## config.mk

```make
export PLATFORM = sky130hd
export DESIGN_NAME = serial_frame_command_receiver
export DESIGN_NICKNAME = d
export VERILOG_FILES = /design/src/rtl/sfcr_pkg.sv /design/src/rtl/sfcr_in_reg.sv /design/src/rtl/sfcr_deframer.sv /design/src/rtl/sfcr_out_reg.sv /design/src/rtl/serial_frame_command_receiver.sv
export VERILOG_INCLUDE_DIRS = /design/src /design/src/rtl
export SDC_FILE = /design/constraint.sdc
export NUM_CORES = 1
export LEC_CHECK = 0
export ABC_AREA = 1
export BUFFER_PORTS_ARGS = -buffer_cell sky130_fd_sc_hd__buf_2
export CORE_MARGIN = 4
export CORE_UTILIZATION = 60
export CTS_BUF_LIST = sky130_fd_sc_hd__clkbuf_8
export DETAILED_ROUTE_END_ITERATION = 10
export GPL_ROUTABILITY_DRIVEN = 1
export MAX_ROUTING_LAYER = met4
export PLACE_DENSITY_LB_ADDON = 0.3
export SYNTH_ARGS = -nofsm -noshare
export SYNTH_HDL_FRONTEND = slang
export SYNTH_HIERARCHICAL = 1
export SYNTH_SLANG_ARGS = --single-unit
```

## constraint.sdc

```tcl
create_clock -name clk -period 6.8 [get_ports clk]
set_input_delay 0.34 -clock clk [delete_from_list [all_inputs] [get_ports clk]]
set_output_delay 0.34 -clock clk [all_outputs]
set_load 0.1 [all_outputs]
```

## src/rtl/serial_frame_command_receiver_macros.svh

```systemverilog
// assertion macros used by the frame deframer module
`ifndef SERIAL_FRAME_COMMAND_RECEIVER_MACROS_SVH
`define SERIAL_FRAME_COMMAND_RECEIVER_MACROS_SVH

// same-cycle implication, checked on clk outside reset
`define SFCR_ASSERT_NOW(label, ante, cons, msg) \
  label: assert property (@(posedge clk) disable iff (!rst_n) (ante) |-> (cons)) \
    else $error(msg);

// next-cycle implication, checked on clk outside reset
`define SFCR_ASSERT_NEXT(label, ante, cons, msg) \
  label: assert property (@(posedge clk) disable iff (!rst_n) (ante) |=> (cons)) \
    else $error(msg);

`endif

```

## src/rtl/sfcr_pkg.sv

```systemverilog
// types, constants and command decoder for the serial frame receiver
`timescale 1ns / 1ps
package sfcr_pkg;

  localparam logic [7:0] SYNC_FIRST  = 8'hA0;
  localparam logic [7:0] SYNC_SECOND = 8'hA1;
  localparam logic [7:0] CHAR_CR     = 8'h0D;
  localparam logic [7:0] CHAR_LF     = 8'h0A;

  localparam int unsigned HEAD_DEPTH = 3;
  localparam int unsigned HEAD_IDX_W = $clog2(HEAD_DEPTH);

  // command groups and sub-codes
  localparam logic [7:0] GRP_CTRL     = 8'd10;
  localparam logic [7:0] GRP_IGN_A    = 8'd20;
  localparam logic [7:0] GRP_IGN_B    = 8'd21;
  localparam logic [7:0] GRP_IGN_C    = 8'd30;
  localparam logic [7:0] GRP_IGN_D    = 8'd31;
  localparam logic [7:0] GRP_IGN_E    = 8'd40;
  localparam logic [7:0] GRP_IGN_F    = 8'd41;
  localparam logic [7:0] SUB_TEST     = 8'd5;
  localparam logic [7:0] SUB_SET_RATE = 8'd6;
  localparam logic [7:0] SUB_ACK      = 8'd7;
  localparam logic [7:0] SUB_NACK     = 8'd8;
  localparam logic [7:0] SUB_LISTEN   = 8'd9;

  typedef enum logic [2:0] {
    ACT_NONE       = 3'd0,
    ACT_TEST       = 3'd1,
    ACT_SET_RATE   = 3'd2,
    ACT_ACK_SEEN   = 3'd3,
    ACT_NACK_SEEN  = 3'd4,
    ACT_LISTEN     = 3'd5,
    ACT_REPLY_NACK = 3'd6
  } action_t;

  typedef enum logic [2:0] {
    PH_HUNT    = 3'd0,
    PH_SYNC2   = 3'd1,
    PH_LEN     = 3'd2,
    PH_PAYLOAD = 3'd3,
    PH_CSUM    = 3'd4,
    PH_CR      = 3'd5,
    PH_LF      = 3'd6
  } phase_t;

  typedef struct packed {
    action_t    action;
    logic [7:0] group_code;
    logic [7:0] sub_code;
    logic [7:0] argument;
  } cmd_t;

  // byte transfer from the input register into the deframer
  typedef struct packed {
    logic       vld;
    logic [7:0] data;
  } byte_xfer_t;

  function automatic action_t decode_action(input logic [7:0] grp, input logic [7:0] sub);
    action_t act;
    act = ACT_REPLY_NACK;
    unique case (grp) inside
      GRP_CTRL: begin
        unique case (sub) inside
          SUB_TEST:     act = ACT_TEST;
          SUB_SET_RATE: act = ACT_SET_RATE;
          SUB_ACK:      act = ACT_ACK_SEEN;
          SUB_NACK:     act = ACT_NACK_SEEN;
          SUB_LISTEN:   act = ACT_LISTEN;
          default:      act = ACT_REPLY_NACK;
        endcase
      end
      GRP_IGN_A, GRP_IGN_B, GRP_IGN_C, GRP_IGN_D, GRP_IGN_E, GRP_IGN_F: act = ACT_NONE;
      default: act = ACT_REPLY_NACK;
    endcase
    return act;
  endfunction

endpackage

```

## src/rtl/sfcr_in_reg.sv

```systemverilog
// input register stage for received bytes
`timescale 1ns / 1ps
module sfcr_in_reg
  import sfcr_pkg::*;
(
  input  logic       clk,
  input  logic       rst_n,
  input  logic       in_valid,
  output logic       in_ready,
  input  logic [7:0] in_rx_byte,
  output byte_xfer_t held_o,
  input  logic       take_i
);

  logic       vld_r, vld_nxt;
  logic [7:0] data_r;

  assign in_ready = !vld_r || take_i;

  always_comb begin
    vld_nxt = vld_r;
    if (in_valid && in_ready) begin
      vld_nxt = 1'b1;
    end else if (take_i) begin
      vld_nxt = 1'b0;
    end
  end

  always_ff @(posedge clk) begin
    if (!rst_n) begin
      vld_r <= 1'b0;
    end else begin
      vld_r <= vld_nxt;
    end
  end

  always_ff @(posedge clk) begin
    if (in_valid && in_ready) begin
      data_r <= in_rx_byte;
    end
  end

  assign held_o.vld  = vld_r;
  assign held_o.data = data_r;

endmodule

```

## src/rtl/sfcr_deframer.sv

```systemverilog
// phase machine, payload head store and command decode
`timescale 1ns / 1ps
`include "serial_frame_command_receiver_macros.svh"
module sfcr_deframer
  import sfcr_pkg::*;
(
  input  logic       clk,
  input  logic       rst_n,
  input  logic       step_i,
  input  logic [7:0] byte_i,
  output logic       done_o,
  output cmd_t       cmd_o
);

  phase_t     phase_r, phase_nxt;
  logic [7:0] len_r, len_nxt;
  logic [7:0] cnt_r, cnt_nxt;
  logic [7:0] head_r   [HEAD_DEPTH];
  logic [7:0] head_nxt [HEAD_DEPTH];
  logic [8:0] cnt_inc;

  assign cnt_inc = {1'b0, cnt_r} + 9'd1;

  always_comb begin
    phase_nxt = phase_r;
    len_nxt   = len_r;
    cnt_nxt   = cnt_r;
    head_nxt  = head_r;
    done_o    = 1'b0;
    if (step_i) begin
      unique case (phase_r)
        PH_HUNT: begin
          if (byte_i == SYNC_FIRST) phase_nxt = PH_SYNC2;
        end
        PH_SYNC2: begin
          phase_nxt = (byte_i == SYNC_SECOND) ? PH_LEN : PH_HUNT;
        end
        PH_LEN: begin
          len_nxt = byte_i;
          cnt_nxt = '0;
          for (int i = 0; i < HEAD_DEPTH; i++) begin
            head_nxt[i] = '0;
          end
          phase_nxt = PH_PAYLOAD;
        end
        PH_PAYLOAD: begin
          // only the head of the payload is kept, later bytes are just counted
          if (cnt_r < 8'(HEAD_DEPTH)) head_nxt[cnt_r[HEAD_IDX_W-1:0]] = byte_i;
          // zero length still ends after one byte
          if (cnt_inc >= {1'b0, len_r}) phase_nxt = PH_CSUM;
          cnt_nxt = cnt_inc[8] ? 8'hFF : cnt_inc[7:0];
        end
        PH_CSUM: begin
          phase_nxt = PH_CR;
        end
        PH_CR: begin
          phase_nxt = (byte_i == CHAR_CR) ? PH_LF : PH_HUNT;
        end
        PH_LF: begin
          done_o    = (byte_i == CHAR_LF);
          phase_nxt = PH_HUNT;
        end
        default: begin
          phase_nxt = PH_HUNT;
        end
      endcase
    end
  end

  assign cmd_o.action     = decode_action(head_r[0], head_r[1]);
  assign cmd_o.group_code = head_r[0];
  assign cmd_o.sub_code   = head_r[1];
  assign cmd_o.argument   = head_r[2];

  always_ff @(posedge clk) begin
    if (!rst_n) begin
      phase_r <= PH_HUNT;
      len_r   <= '0;
      cnt_r   <= '0;
      for (int i = 0; i < HEAD_DEPTH; i++) begin
        head_r[i] <= '0;
      end
    end else begin
      phase_r <= phase_nxt;
      len_r   <= len_nxt;
      cnt_r   <= cnt_nxt;
      head_r  <= head_nxt;
    end
  end

  `SFCR_ASSERT_NOW(a_done_only_in_lf, done_o, step_i && phase_r == PH_LF, "result outside lf phase")
  `SFCR_ASSERT_NEXT(a_hold_when_idle, !step_i, phase_r == $past(phase_r) && $stable(cnt_r), "deframer moved without a byte")
  `SFCR_ASSERT_NEXT(a_len_clears_head, step_i && phase_r == PH_LEN, phase_r == PH_PAYLOAD && cnt_r == 8'd0 && head_r[2] == 8'd0, "length byte did not restart payload")
  `SFCR_ASSERT_NEXT(a_lf_returns_hunt, step_i && phase_r == PH_LF, phase_r == PH_HUNT, "no return to hunting after lf")

endmodule

```

## src/rtl/sfcr_out_reg.sv

```systemverilog
// result register holding one decoded command
`timescale 1ns / 1ps
module sfcr_out_reg
  import sfcr_pkg::*;
(
  input  logic       clk,
  input  logic       rst_n,
  input  logic       load_i,
  input  cmd_t       cmd_i,
  output logic       full_o,
  output logic       out_valid,
  input  logic       out_ready,
  output logic [2:0] out_action,
  output logic [7:0] out_group_code,
  output logic [7:0] out_sub_code,
  output logic [7:0] out_argument
);

  logic vld_r, vld_nxt;
  cmd_t cmd_r;

  always_comb begin
    vld_nxt = vld_r;
    if (load_i) begin
      vld_nxt = 1'b1;
    end else if (out_ready) begin
      vld_nxt = 1'b0;
    end
  end

  always_ff @(posedge clk) begin
    if (!rst_n) begin
      vld_r <= 1'b0;
    end else begin
      vld_r <= vld_nxt;
    end
  end

  always_ff @(posedge clk) begin
    if (load_i) begin
      cmd_r <= cmd_i;
    end
  end

  assign full_o         = vld_r;
  assign out_valid      = vld_r;
  assign out_action     = cmd_r.action;
  assign out_group_code = cmd_r.group_code;
  assign out_sub_code   = cmd_r.sub_code;
  assign out_argument   = cmd_r.argument;

endmodule

```

## src/rtl/serial_frame_command_receiver.sv

```systemverilog
// path: a byte transfer is held in the input register before the deframer takes it; a
// frame-ending lf loads its command into the result register, which raises out_valid
// throughput: one byte per cycle unless a waiting command is not being taken;
// while a command waits to be taken the deframer halts and input stops once it holds a byte
// reset: synchronous active-low rst_n empties both registers, clears the payload
// head and returns the phase machine to sync hunting
`timescale 1ns / 1ps
module serial_frame_command_receiver
  import sfcr_pkg::*;
(
  input  logic       clk,
  input  logic       rst_n,
  input  logic       in_valid,
  output logic       in_ready,
  input  logic [7:0] in_rx_byte,
  output logic       out_valid,
  input  logic       out_ready,
  output logic [2:0] out_action,
  output logic [7:0] out_group_code,
  output logic [7:0] out_sub_code,
  output logic [7:0] out_argument
);

  byte_xfer_t held;
  logic       take;
  logic       done;
  logic       out_full;
  cmd_t       cmd;

  // a held byte moves on unless the result register holds a command that is not being taken
  assign take = held.vld && (!out_full || out_ready);

  sfcr_in_reg u_in_reg (
    .clk        (clk),
    .rst_n      (rst_n),
    .in_valid   (in_valid),
    .in_ready   (in_ready),
    .in_rx_byte (in_rx_byte),
    .held_o     (held),
    .take_i     (take)
  );

  sfcr_deframer u_deframer (
    .clk    (clk),
    .rst_n  (rst_n),
    .step_i (take),
    .byte_i (held.data),
    .done_o (done),
    .cmd_o  (cmd)
  );

  sfcr_out_reg u_out_reg (
    .clk            (clk),
    .rst_n          (rst_n),
    .load_i         (done),
    .cmd_i          (cmd),
    .full_o         (out_full),
    .out_valid      (out_valid),
    .out_ready      (out_ready),
    .out_action     (out_action),
    .out_group_code (out_group_code),
    .out_sub_code   (out_sub_code),
    .out_argument   (out_argument)
  );

endmodule

```

==> metrics.txt, run 1 <==
P_leak=0.001565 uW; commonest non-fill, non-tap cell in the layout=nand2_1; Synth Cell Area=roughly 0.0035 mm2; Tightest Pin Transition=0.9339 ns; Starting Density=0.6272; total die area=just over 0.007 mm2; startpoint types=register; max-slew violations=0; NetSw=193.1 uW; worst setup path class=reg2reg; slowest stage cell on the critical path=o21ai_4; reg2reg path depth=9; synthesized area per cell=just under 9 um2; flops & latches, synth=80; sequential fraction of design power=0.579; setup TNS=0 ns; CP arrival=approximately 2.6 ns; Hold Vio Cnt, Final=0; Initial DRT Pass Iterations=6; Setup Viol. Count Final=0; initial antenna violation count=0; Layout Nets=between 400 and 500; critical path cell sequence=inv_1 > a21oi_2 > clkinv_1 > nor2_1 > inv_2 > o21ai_4 > o21ai_1 > nand2_1 > a21oi_1; async set-reset flop share out of synthesis=0; Max Clk Rate=424.3 MHz; outcome=completed; switching part of the total=0.2190; Comb power frac=0.033; chip width=~84 um; vias=about 2800; # diodes=0; RSZ-0062 raised after global routing=false; Placed Cells=498; Top Ports=41; share of layout cells above drive strength 1=0.1742; gate count of the mapped netlist=394; die height=84.33 um; Post-Syn Nets=418; CTS sink count=80; Total GRT Usage=0.2065; Slew HR=0.3767; DRC errors left=0; H-tree depth=3; Yosys warnings=6; clock share of power=0.389; required time of the worst setup path=7.00 ns; Tot Pwr=881.8 uW; Worst Skew=0.008417 ns; HP Class=in2reg; grt ovf=0; DPL Wire Length=4763 um; critical path endpoint category=register; final WL=around 6900 um; Port Buffers=40; Non-Filler Instances=514; clock tree buffer depth=2; Int Power=around 690 uW; Clk Tree Root Cell=clkbuf_8; number of synthesized flops with an enable pin=35; Core Footprint=approximately 0.0056 mm2; vias in the first global route=around 2500; CP max stage delay=0.55 ns; Rows=27; Max VDD drop=167.3 uV; worst-path maximum fanout=27; number of max-cap violations=0; Bufs and invs on worst path=3; pin count of the biggest net entering global routing=33; first-pass GRT wire length=11330 um; vias per inst=5.356; minimum clock period=2.357 ns; Worst R2R Setup Slack=4.44 ns; Hold Path Depth=1; Num CTS Buffers=9; Iter 0 DRT Violations=around 300; main flop type after synthesis=dfxtp_1; instance count on the critical path=9; CTS tree=yes; fin crit share=0.3466; clock-pin slew on the worst setup and hold paths=0.08 ns; post-route ant nets=0; FILL cells=434; Skew-Pair Late Insertion Delay=roughly 0.35 ns; Seq/Total Area, Yosys=0.5583; post-synthesis cell type count=29; cts hold-fix bufs=0; postcts setup bufs=0; Routed wire per std cell=13.40 um; Power Density=223.8 mW/mm2; area delta synth->final=12.71%; CTS resizes=0; routability cong.=0.9181; Worst path top cell family by delay=compound AO/OA/AOI/OAI gates; most frequent cells in the layout=nand2_1 (71), inv_1 (54), a21oi_1 (47)
state kept, by name, indices dropped and copies added (netlist names):
signal and flops:
u_out_reg/full_o 1, u_out_reg/out_action 3, u_out_reg/out_sub_code 8, u_deframer/cmd_o 24, u_out_reg/out_group_code 8, u_deframer/cnt_r 8
u_deframer/phase_r 3, u_in_reg/data_r 8, u_deframer/len_r 8, u_in_reg/vld_r 1, u_out_reg/out_argument 8
synth_stat cells, types with 2 or more instances:
cell type,n,area share
buf_6,2,0.0064
clkbuf_1,5,0.0054
o21ai_2,2,0.0050
dfxtp_1,45,0.26
nand4_1,5,0.0089
nand2_2,2,0.0036
a21oi_2,3,0.0075
nor2_1,26,0.028
ha_1,12,0.043
inv_2,8,0.0086
xor2_1,3,0.0075
inv_1,53,0.057
o211ai_1,2,0.0043
buf_4,2,0.0043
nand2_1,71,0.076
nor3_1,6,0.0086
a21oi_1,47,0.067
edfxtp_1,35,0.30
nand3_1,34,0.049
and3_1,2,0.0036
or2_2,2,0.0036
o21ai_0,20,0.029
cells by family (layout without fill, tap and decap cells):
group                    count (synthesis)  after routing  synth area share
AND/OR/NAND/NOR                        151            151            0.1879
AO/OA/AOI/OAI                           77             77            0.1206
adder cells (fa/ha/maj)                 12             12           0.04295
flip-flops                              80             80            0.5583
buffers and inverters                   71            119           0.08268
XOR/XNOR                                 3              3          0.007517
worst reg2reg max path, stage by stage (launching register included):
cell and delay [ns]:
dfxtp_1 0.36, inv_1 0.06, a21oi_2 0.18, clkinv_1 0.17, nor2_1 0.17, inv_2 0.13
o21ai_4 0.55, o21ai_1 0.36, nand2_1 0.15, a21oi_1 0.06
worst paths after layout:
kind                                               to                              from
hold reg to reg   u_out_reg/out_argument[2]$_DFFE_PP_  u_deframer/cmd_o[2]$_SDFFE_PN0P_
hold / removal           u_in_reg/data_r[6]$_DFFE_PP_                     in_rx_byte[6]
setup / recovery    u_deframer/cmd_o[22]$_SDFFE_PN0P_       u_in_reg/vld_r$_SDFFE_PN0P_
setup reg to reg    u_deframer/cmd_o[22]$_SDFFE_PN0P_       u_in_reg/vld_r$_SDFFE_PN0P_
metal layers:
metal | track usage | vias up | share of wire
met1 | 0.2362 | 1268 | 0.43
met5 | - | - | 0
li1 | - | 1396 | -
met2 | 0.3508 | 77 | 0.50
met3 | 0.04318 | 12 | 0.057
met4 | 0.08921 | 0 | 0.020
power by group through the flow:
stage | Combinational, uW | Sequential, uW | Clock, uW
4_1_cts | 28.7 | 510 | 348
3_5_place_dp | 28.5 | 521 | 0
5_1_grt | 32.1 | 511 | 367
3_3_place_gp | 27.8 | 521 | 0
2_1_floorplan | 22.2 | 518 | 0
6_report | 28.9 | 510 | 343
stage by stage:
| step | util | setup WS (ns) | hold WS [ns] | area, um2 |
|---|---|---|---|---|
| global placement | 0.6714 | 4.447 | 0.4128 | 3742 |
| floorplan | - | 3.502 | 0.4086 | 3496 |
| detailed placement | 0.6714 | 4.427 | 0.4194 | 3742 |
| finish | 0.7068 | 4.443 | 0.1628 | 3940 |
| CTS | 0.7068 | 4.492 | 0.1529 | 3940 |
| global route | 0.7068 | 4.191 | 0.1457 | 3940 |
final cells by class:
type	instances	area, um2	share of cell area
flip-flops and latches	80	1952	0.4954
clock buffers	10	137.6	0.03493
inverters	62	232.7	0.05907
repair buffers	41	207.7	0.05272
multi-input cells	243	1260	0.3198
clock inverters	6	60.06	0.01524
well taps	72	90.09	0.02286
(Power assumes the default switching activity.)
==> inputs of run 2 (changes only) <==
CORE_UTILIZATION = 54   (was 60)
clock period = 2.1 ns   (was 6.8 ns; I/O delays follow)
==> run 2 against run 1 <==
- worst setup slack lost 4.4 ns
- critical path depth grew 8
- non-clock buffer count increased by 20
- fmax is 16% higher
- sequential power increased to 3.2 times the previous value
==> metrics.txt, run 2 (same netlist as run 1, synthesis figures left out) <==
clock-pin slew on the worst setup and hold paths=0.08 ns (about the same); Layout Nets=481 (+4.3%); H-tree depth=3 (unchanged); Max Clk Rate=490.2 MHz (+16%); final worst slack=0.05996 ns (-4.383 ns); CTS sink count=80 (unchanged); startpoint types=register; DPL Wire Length=5059 um (+6.2%); Port Buffers=40 (unchanged); fin crit share=0.9714 (+0.6249); critical path endpoint category=register; Top Ports=41 (unchanged); Worst path top cell family by delay=simple AND/OR/NAND/NOR gates; highest layer used for signal routing=met4; Worst Hold Slack=0.01172 ns (-0.1511 ns); worst setup path class=reg2reg; Core Footprint=0.006314 mm2 (+13%); DRC errors left=0 (unchanged); Total GRT Usage=0.2082 (+0.001707); outcome=completed; Hold Vio Cnt, Final=0 (unchanged); most frequent cells in the layout=nand2_1 (67), inv_1 (53), a21oi_1 (46); number of max-cap violations=0 (unchanged); final core utilization=0.6736 (-0.03324); Slew HR=0.5976 (+0.2209); RSZ-0062 raised after global routing=true; Non-Filler Instances=539 (+4.9%); slowest stage cell on the critical path=dfxtp_2; vias=2814 (+2.2%); P_leak=0.001725 uW (+10%); Bufs and invs on worst path=1 (-2); dpl ws=0.02650 ns (-4.401 ns); vias per inst=5.221 (-2.5%); vias in the first global route=2670 (+5.9%); most numerous cell on the critical path=nand2_1; die height=88.46 um (+4.9%); post-route ant nets=0 (unchanged); Starting Density=0.5537 (-0.07345); Initial DRT Pass Iterations=5 (-1); share of layout cells above drive strength 1=0.2359 (+0.06172); Max VDD drop=620.8 uV (+270%); max reg flops=24 (unchanged); routability cong.=0.8336 (-9.2%); Routed wire per std cell=13.80 um (+3.0%); chip width=88.46 um (+4.9%); total die area=0.007825 mm2 (+10%); Clk Tree Root Cell=clkbuf_8; max-slew violations=0 (unchanged); final WL=7439 um (+8.0%); Skew-Pair Late Insertion Delay=0.35 ns (about the same); CP max stage delay=0.37 ns (-0.18 ns); Placed Cells=513 (+3.0%); worst-path maximum fanout=6 (-78%); met3 WL=418 um (+6.1%); area delta synth->final=21.65%; Worst Skew=0.01080 ns (+0.002381 ns); Rows=29 (+7.4%); wl on met1=3131 um (+6.9%); Iter 0 DRT Violations=172 (-42%); commonest non-fill, non-tap cell in the layout=nand2_1; critical path cell sequence=ha_4 > nand2_4 > nor2_4 > xor2_1 > inv_1 > ha_4 > nand2_2 > nor2_1 > nand2_1 > nand3_1 > nand2_1 > nand2_1 > nand2_2 > nand2_4 > nand3_2 > nand2_1 > nor2_1; clock tree buffer depth=2 (unchanged); pin count of the biggest net entering global routing=29 (-12%); routed wl met2=3770 um (+10%); minimum clock period=2.040 ns (-0.3165 ns); CP arrival=2.29 ns (-0.26 ns); Tightest Pin Transition=0.6036 ns (-0.3303 ns); initial antenna violation count=0 (unchanged); grt ovf=0 (unchanged); Num CTS Buffers=9 (unchanged); Setup Viol. Count Final=0 (unchanged); setup TNS=0 ns (unchanged); Power Density=685.6 mW/mm2 (+210%); required time of the worst setup path=2.35 ns (-4.65 ns); CTS tree=yes; # diodes=0 (unchanged); first-pass GRT wire length=11990 um (+5.8%); HP Class=in2reg
[run 2: cell count changes in the layout (fill, tap and decap cells not counted), sizes merged]
cell	change
clkinv	+1
dlygate4sd3	+8
clkinvlp	-1
buf	+12
[run 2: area by class of cell]
cell class | instances | area (um2)
flip-flops and latches | 80 | 1956
multi-input cells | 243 | 1370
inverters | 62 | 232.7
clock inverters | 6 | 66.31
repair buffers | 61 | 394.1
fillers | 507 | 2061
clock buffers | 10 | 137.6
well taps | 77 | 96.34
[run 2: path summary, 6_finish.rpt]
| path | from | end | slack [ns] | cells past startpoint |
|---|---|---|---|---|
| worst max-delay path | u_deframer/cnt_r[0]$_SDFFE_PN0P_ | u_deframer/phase_r[2]$_SDFFE_PN0P_ | 0.06 | 17 |
| worst min-delay path | out_ready | u_out_reg/full_o$_SDFFE_PN0P_ | 0.01 | 4 |
| worst max register to register | u_deframer/cnt_r[0]$_SDFFE_PN0P_ | u_deframer/phase_r[2]$_SDFFE_PN0P_ | 0.06 | 17 |
| worst min register to register | u_deframer/cmd_o[4]$_SDFFE_PN0P_ | u_out_reg/out_argument[4]$_DFFE_PP_ | 0.44 | 0 |
[run 2: per-stage QoR]
step,instance area (um2),total power (uW)
after floorplan,3507,1750
after CTS,4129,2931
after global placement,3842,1786
final,4253,2916
after global routing,4253,3041
after detailed placement,3842,1789
[run 2: report_power, final]
part,internal (uW),switching [uW]
sequential,1630,22.2
clock,585,561
combinational,44.6,74.4
total,2260,657
[run 2: per-layer routing]
| metal | track usage | vias up |
|---|---|---|
| li1 | - | 1431 |
| met1 | 0.2430 | 1287 |
| met2 | 0.3426 | 83 |
| met3 | 0.05400 | 13 |
| met4 | 0.08379 | 0 |
| met5 | - | - |
[run 2: what timing repair did]
item                                    4_1_cts  5_1_grt
endpoints found under the hold margin         8        0
buffers inserted                              0        2
gates resized for setup                       1       25
hold buffers                                  8        0
endpoints found under the setup margin        3        3
pin swaps                                     0        9
[run 2: worst reg2reg max path: stages, from the launching register on]
cell     delay, ns
dfxtp_2       0.37
ha_4          0.16
nand2_4       0.06
nor2_4        0.12
xor2_1        0.15
inv_1         0.09
ha_4          0.27
nand2_2       0.04
nor2_1        0.08
nand2_1       0.06
nand3_1       0.06
nand2_1       0.05
nand2_1       0.06
nand2_2       0.07
nand2_4       0.11
nand3_2       0.07
nand2_1       0.10
nor2_1        0.04
